File: src/rtl/core/vector_alu_2d_macros.svh
// ----------------------------------------------------------------------------
// vector_alu_2d_macros.svh
// Assertion macros shared by the vector unit. They expect clk and rst in scope.
// ----------------------------------------------------------------------------
`ifndef VECTOR_ALU_2D_MACROS_SVH
`define VECTOR_ALU_2D_MACROS_SVH

// Same-cycle implication, disabled during reset.
`define VAU_CHECK(name, ante, cons, msg) \
  name: assert property (@(posedge clk) disable iff (rst) (ante) |-> (cons)) \
    else $error(msg);

// Next-cycle implication, disabled during reset.
`define VAU_CHECK_NEXT(name, ante, cons, msg) \
  name: assert property (@(posedge clk) disable iff (rst) (ante) |=> (cons)) \
    else $error(msg);

`endif

File: src/rtl/core/vau_pkg.sv
// ----------------------------------------------------------------------------
// vau_pkg
// Types, constants and step functions of the 2D fixed-point vector unit.
// ----------------------------------------------------------------------------
package vau_pkg;

  localparam int CW = 32;             // component width
  localparam int FB = 16;             // fraction bits
  localparam int MW = 48;             // magnitude width
  localparam int PW = 2 * CW;         // full product width
  localparam int RW = 2 * CW;         // square root radicand width
  localparam int QW = CW + FB;        // quotient width

  localparam int SQ_STEPS  = 2;
  localparam int SQ_STAGES = CW / SQ_STEPS;
  localparam int SQ_REM_W  = CW + 3;

  localparam int DV_STEPS  = 3;
  localparam int DV_STAGES = QW / DV_STEPS;
  localparam int DV_REM_W  = CW + 1;

  localparam int PRE_STAGES = 3;
  localparam int NUM_STAGES = PRE_STAGES + SQ_STAGES + DV_STAGES;
  localparam int DV_FIRST   = PRE_STAGES + SQ_STAGES;

  localparam logic signed [CW-1:0] MAX_VAL = {1'b0, {(CW-1){1'b1}}};
  localparam logic signed [CW-1:0] MIN_VAL = {1'b1, {(CW-1){1'b0}}};
  localparam logic signed [CW-1:0] ONE_VAL = {{(CW-FB-1){1'b0}}, 1'b1, {FB{1'b0}}};
  localparam logic signed [CW:0]   SUM_HI  = {2'b00, {(CW-1){1'b1}}};
  localparam logic signed [CW:0]   SUM_LO  = {2'b11, {(CW-1){1'b0}}};
  localparam logic [MW-1:0]        MAG_MAX = {MW{1'b1}};

  typedef enum logic [3:0] {
    MODE_ADD   = 4'd0,
    MODE_SUB   = 4'd1,
    MODE_SCALE = 4'd2,
    MODE_DIV   = 4'd3,
    MODE_CMP   = 4'd4,
    MODE_SQLEN = 4'd5,
    MODE_LEN   = 4'd6,
    MODE_NORM  = 4'd7,
    MODE_SIGN  = 4'd8
  } mode_t;

  typedef struct packed {
    logic [3:0]           mode;
    logic signed [CW-1:0] ax;
    logic signed [CW-1:0] ay;
    logic signed [CW-1:0] bx;
    logic signed [CW-1:0] by;
    logic signed [CW-1:0] scalar;
  } cmd_t;

  typedef struct packed {
    logic signed [CW-1:0] rx;
    logic signed [CW-1:0] ry;
    logic [MW-1:0]        magnitude;
    logic                 equal;
    logic                 overflow;
    logic                 div_zero;
  } rsp_t;

  typedef struct packed {
    logic                 ovf;
    logic signed [CW-1:0] val;
  } sat_t;

  typedef struct packed {
    logic [RW-1:0]       rad;
    logic [SQ_REM_W-1:0] rem;
    logic [CW-1:0]       root;
  } sq_t;

  typedef struct packed {
    logic [QW-1:0]       num;
    logic [DV_REM_W-1:0] rem;
    logic [QW-1:0]       q;
  } dv_t;

  // Signed component from sign and magnitude, clamped to the component range.
  function automatic sat_t sat_mag(input logic neg, input logic [PW-1:0] m);
    sat_t r;
    logic [PW-1:0] lim;
    lim   = PW'(1) << (CW - 1);
    r.ovf = 1'b0;
    if (neg) begin
      if (m > lim) begin
        r.ovf = 1'b1;
        r.val = MIN_VAL;
      end else begin
        r.val = -$signed(m[CW-1:0]);
      end
    end else if (m > lim - PW'(1)) begin
      r.ovf = 1'b1;
      r.val = MAX_VAL;
    end else begin
      r.val = $signed(m[CW-1:0]);
    end
    return r;
  endfunction

  // Clamp a sum that has one extra bit of headroom.
  function automatic sat_t sat_sum(input logic signed [CW:0] s);
    sat_t r;
    r.ovf = 1'b0;
    r.val = s[CW-1:0];
    if (s > SUM_HI) begin
      r.ovf = 1'b1;
      r.val = MAX_VAL;
    end else if (s < SUM_LO) begin
      r.ovf = 1'b1;
      r.val = MIN_VAL;
    end
    return r;
  endfunction

  // Restoring square root, SQ_STEPS result bits per call.
  function automatic sq_t sq_step(input sq_t s);
    sq_t r;
    logic [SQ_REM_W-1:0] trial;
    r = s;
    for (int k = 0; k < SQ_STEPS; k++) begin
      r.rem = {r.rem[SQ_REM_W-3:0], r.rad[RW-1:RW-2]};
      r.rad = r.rad << 2;
      trial = SQ_REM_W'({r.root, 2'b01});
      if (r.rem >= trial) begin
        r.rem  = r.rem - trial;
        r.root = {r.root[CW-2:0], 1'b1};
      end else begin
        r.root = {r.root[CW-2:0], 1'b0};
      end
    end
    return r;
  endfunction

  // Restoring division, DV_STEPS quotient bits per call.
  function automatic dv_t dv_step(input dv_t s, input logic [CW-1:0] d);
    dv_t r;
    logic [DV_REM_W-1:0] dd;
    r  = s;
    dd = {1'b0, d};
    for (int k = 0; k < DV_STEPS; k++) begin
      r.rem = {r.rem[DV_REM_W-2:0], r.num[QW-1]};
      r.num = r.num << 1;
      if (r.rem >= dd) begin
        r.rem = r.rem - dd;
        r.q   = {r.q[QW-2:0], 1'b1};
      end else begin
        r.q   = {r.q[QW-2:0], 1'b0};
      end
    end
    return r;
  endfunction

endpackage

File: src/rtl/core/vau_isqrt.sv
// ----------------------------------------------------------------------------
// vau_isqrt
// Pipelined integer square root, two result bits per stage.
// ----------------------------------------------------------------------------
module vau_isqrt import vau_pkg::*; (
  input  logic          clk,
  input  logic          en,
  input  logic [RW-1:0] rad,
  output logic [CW-1:0] root
);

  sq_t st [SQ_STAGES];

  always_ff @(posedge clk) begin
    if (en) begin
      st[0] <= sq_step('{rad: rad, rem: '0, root: '0});
      for (int j = 1; j < SQ_STAGES; j++) begin
        st[j] <= sq_step(st[j-1]);
      end
    end
  end

  assign root = st[SQ_STAGES-1].root;

endmodule

File: config.mk
export PLATFORM = sky130hd
export DESIGN_NAME = vau_isqrt
export DESIGN_NICKNAME = d
export VERILOG_FILES = /design/src/rtl/core/vector_alu_2d_macros.svh /design/src/rtl/core/vau_pkg.sv /design/src/rtl/core/vau_isqrt.sv
export SDC_FILE = /design/constraint.sdc
export NUM_CORES = 2
export LEC_CHECK = 0
export BUFFER_PORTS_ARGS = -buffer_cell sky130_fd_sc_hd__clkbuf_2
export CORE_MARGIN = 4
export CORE_UTILIZATION = 45
export CTS_CLUSTER_DIAMETER = 120
export DETAILED_ROUTE_END_ITERATION = 8
export HOLD_SLACK_MARGIN = 0.08
export PLACE_DENSITY = 0.58
export SETUP_SLACK_MARGIN = 0.5
export SYNTH_ARGS = -nofsm -noshare
export SYNTH_HDL_FRONTEND = slang
export SYNTH_SLANG_ARGS = --single-unit
File: constraint.sdc
create_clock -name clk -period 8.12 [get_ports clk]
set_input_delay 0.812 -clock clk [delete_from_list [all_inputs] [get_ports clk]]
set_output_delay 0.812 -clock clk [all_outputs]
set_load 0.05 [all_outputs]
==> flow_summary.yaml <==
status:
  status: "complete, no violations"
clock_network:
  cts_hold_buf: 0
  post_cts_buffers: 0
  clock_path_buffers: 3
  root_buffer: "clkbuf_16"
  cts.sinks: 1225
  cts_tree: "built"
  clk_pin_slew_ns: 0.06
  cts_htree_levels: 4
  ctsResizeCount: 0
  insertion_delay_ns: 0.78
  cts_made_buffers: 143
setup_path:
  cp-end-kind: "flop"
  required_ns: 8.64
  r2r-end: "st[1][46]"
  regToRegSetupSlack_ns: 0.87
  worstPathCellList: "or4_1 > nor3_1 > nand4b_1 > nor3_1 > a21bo_2 > inv_1 > o21ai_0 > ha_1 > a21oi_1 > o21ai_0 > o41ai_1 > a21oi_1 > a311oi_1 > nand4b_1 > a22oi_1 > o311ai_1 > a211oi_4 > buf_4 > inv_1 > mux2_2"
  crit_type: "flop to flop"
  startpoint: "st[0][943]"
  start_kind: "flop"
  critPathSlowestCell: "or4_1"
  r2r_start: "st[0][943]"
  crit_fanout: 32
  reg2reg_depth: 20
  slowest_delay_ns: 0.65
  cp_data_arrival_time_ns: 7.77
floorplanning:
  core_um2: 179000
  ios: 98
  die_y_um: 432
  initial_core_util: 0.453
  dieArea_um2: 187000
  rows: 155
  die_w_um: 432
cells_and_area:
  multi_input_area_um2: 41300
  nets: 8715
  ff_latch_area_um2: 36800
  largest_reg_flops: 1225
  fill_cells: 16300
  drive_gt1_frac: 0.0697
  final_common_cell: "edfxtp_1"
  largestRegisters: "st: 1225 flops"
  regMostFlops: "st"
  layout_common_cells: "edfxtp_1, nor2_1, nand2_1"
  syn_to_final_growth_pct: 9.22
synth:
  postSynthCellCount: 8058
  netlist_area_um2: 81000
  synthFlopType: "edfxtp_1"
  synth_seq_cells: 1225
  yosys_warnings: 0
  synth_edf_count: 1225
  synth_cell_types: 115
  yosysSeqAreaShare: 0.454
  syn_area_per_cell_um2: 10.0
  async_reset_ff_frac: 0
global_routing:
  grt_start_max_net_pins: 177
  grt_usage: 0.233
  antenna_found_initial: 3
  grt_pass1_wl_um: 342000
  grt_pass1_vias: 59000
  grt_overflow_total: 0
sta:
  report.final.slew_viol_count: 0
  maxSlewHeadroom: 0.128
  period_needed_ns: 7.25
  tns_ns: 0
  setup_viol: 0
  post-route-period-util: 0.893
  whs_ns: 0.201
  fmax_mhz: 138
  report.final.hold_viol_count: 0
  skew_ns: 0.0318
  worst_slew_pin_slew_ns: 1.29
  rsz0062_at_grt: "no"
pwr:
  p_leak_uw: 0.0349
  ir_drop_uv: 203
  pwr_density_cell_nw_per_um2: 328
drt:
  ant_nets: 0
  drc: 0
  via_count: 61700
  wl_per_cell_um: 21.1
  drt_iter0_drc: 4835
  firstDrtPassIters: 5
  finalWirelength_um: 222000
  via_per_inst: 5.84
placement:
  gp_congestion: 0.929
  place.port_buffers: 97
  dp_hpwl_um: 172000
flow_run:
  cap_violations: 0
worst_hold_path:
  hp-class: "input port to flop"
  min_from: "rad[18]"
  holdPathStages: 1
  holdPathEnd: "st[0][85]"
-- logic make-up after synthesis --
family,synth area share
simple gates,0.161
compound gates,0.170
flops,0.454
buf+inv,0.0367
xor+xnor,0.0780
fa+ha+maj,0.0861
mux,0.0134
other cells,0.0000463
-- worst max-delay path by stage --
stage | to | slack [ns] | cells past startpoint
2_1_floorplan | st[1][312] | 1.86 | 29
3_3_place_gp | st[1][802] | 0.64 | 19
3_5_place_dp | st[1][803] | 0.65 | 19
4_1_cts | st[1][803] | 0.61 | 19
5_1_grt | st[1][803] | 0.55 | 19
6_report | st[1][46] | 0.87 | 20
-- cell usage after synthesis (all sizes together), types with 25 or more instances --
master | number | area share
and4 | 26 | 0.0028
o211ai | 57 | 0.0053
or3 | 76 | 0.0059
mux2 | 74 | 0.010
a21oi | 629 | 0.039
nand4 | 121 | 0.0094
a31oi | 71 | 0.0055
and3 | 87 | 0.0067
nand4b | 27 | 0.0029
o21ai | 434 | 0.027
a21boi | 34 | 0.0032
mux2i | 25 | 0.0031
a211oi | 58 | 0.0054
buf | 95 | 0.0068
nor4 | 132 | 0.011
a211o | 27 | 0.0029
and2 | 64 | 0.0049
clkbuf | 165 | 0.0076
ha | 557 | 0.086
a21o | 320 | 0.030
or2 | 59 | 0.0046
nor2b | 77 | 0.0059
inv | 477 | 0.022
o31ai | 82 | 0.0080
edfxtp | 1225 | 0.45
or4 | 38 | 0.0036
nand3b | 33 | 0.0031
nand2b | 76 | 0.0059
nor3 | 225 | 0.014
o21a | 71 | 0.0066
xor2 | 277 | 0.030
nand3 | 172 | 0.011
nor3b | 33 | 0.0031
xnor2 | 443 | 0.048
o21bai | 71 | 0.0066
nand2 | 632 | 0.029
nor2 | 652 | 0.030
-- per-layer routing --
metal,wire [um],track usage,part of all wire,vias up
met5,0,0,0,-
met4,7360,0.0763,0.033,0
met3,9740,0.0265,0.044,345
met2,108000,0.398,0.48,1516
met1,97700,0.309,0.44,29700
li1,-,-,-,30100
-- worst max-delay path: cells and delay by family, from the launching register on --
family | cells | cell delay (ns)
AO/OA/AOI/OAI | 10 | 3.03
AND/OR/NAND/NOR | 5 | 1.84
buffers and inverters | 3 | 0.99
flip-flops | 1 | 0.52
adder cells (fa/ha/maj) | 1 | 0.30
multiplexers | 1 | 0.29
-- power breakdown --
| group | internal, uW | switching, uW |
|---|---|---|
| clock | 3680 | 2720 |
| sequential | 8490 | 942 |
| combinational | 5360 | 7800 |
| total | 17500 | 11500 |
-- layout make-up --
class                      instances  area share
tap                             2355      0.0333
clock buffer                     162      0.0415
multi-input combinational       6096       0.467
inverter                         479      0.0204
antenna                            1   0.0000283
clock inverter                    92      0.0111
sequential                      1225       0.416
timing repair buffer             147      0.0109
-- per-stage QoR --
step,cell area [um2],util,instances,worst slack (ns),total power [uW]
finish,88400,0.495,10600,0.869,29000
global placement,83800,0.469,10300,0.639,22500
floorplan,81000,-,8060,1.86,19000
global route,88400,0.495,10600,0.550,31000
CTS,88400,0.495,10600,0.610,29100
detailed placement,83800,0.469,10300,0.650,22600
No activity file was read; power rests on OpenSTA's default activity.
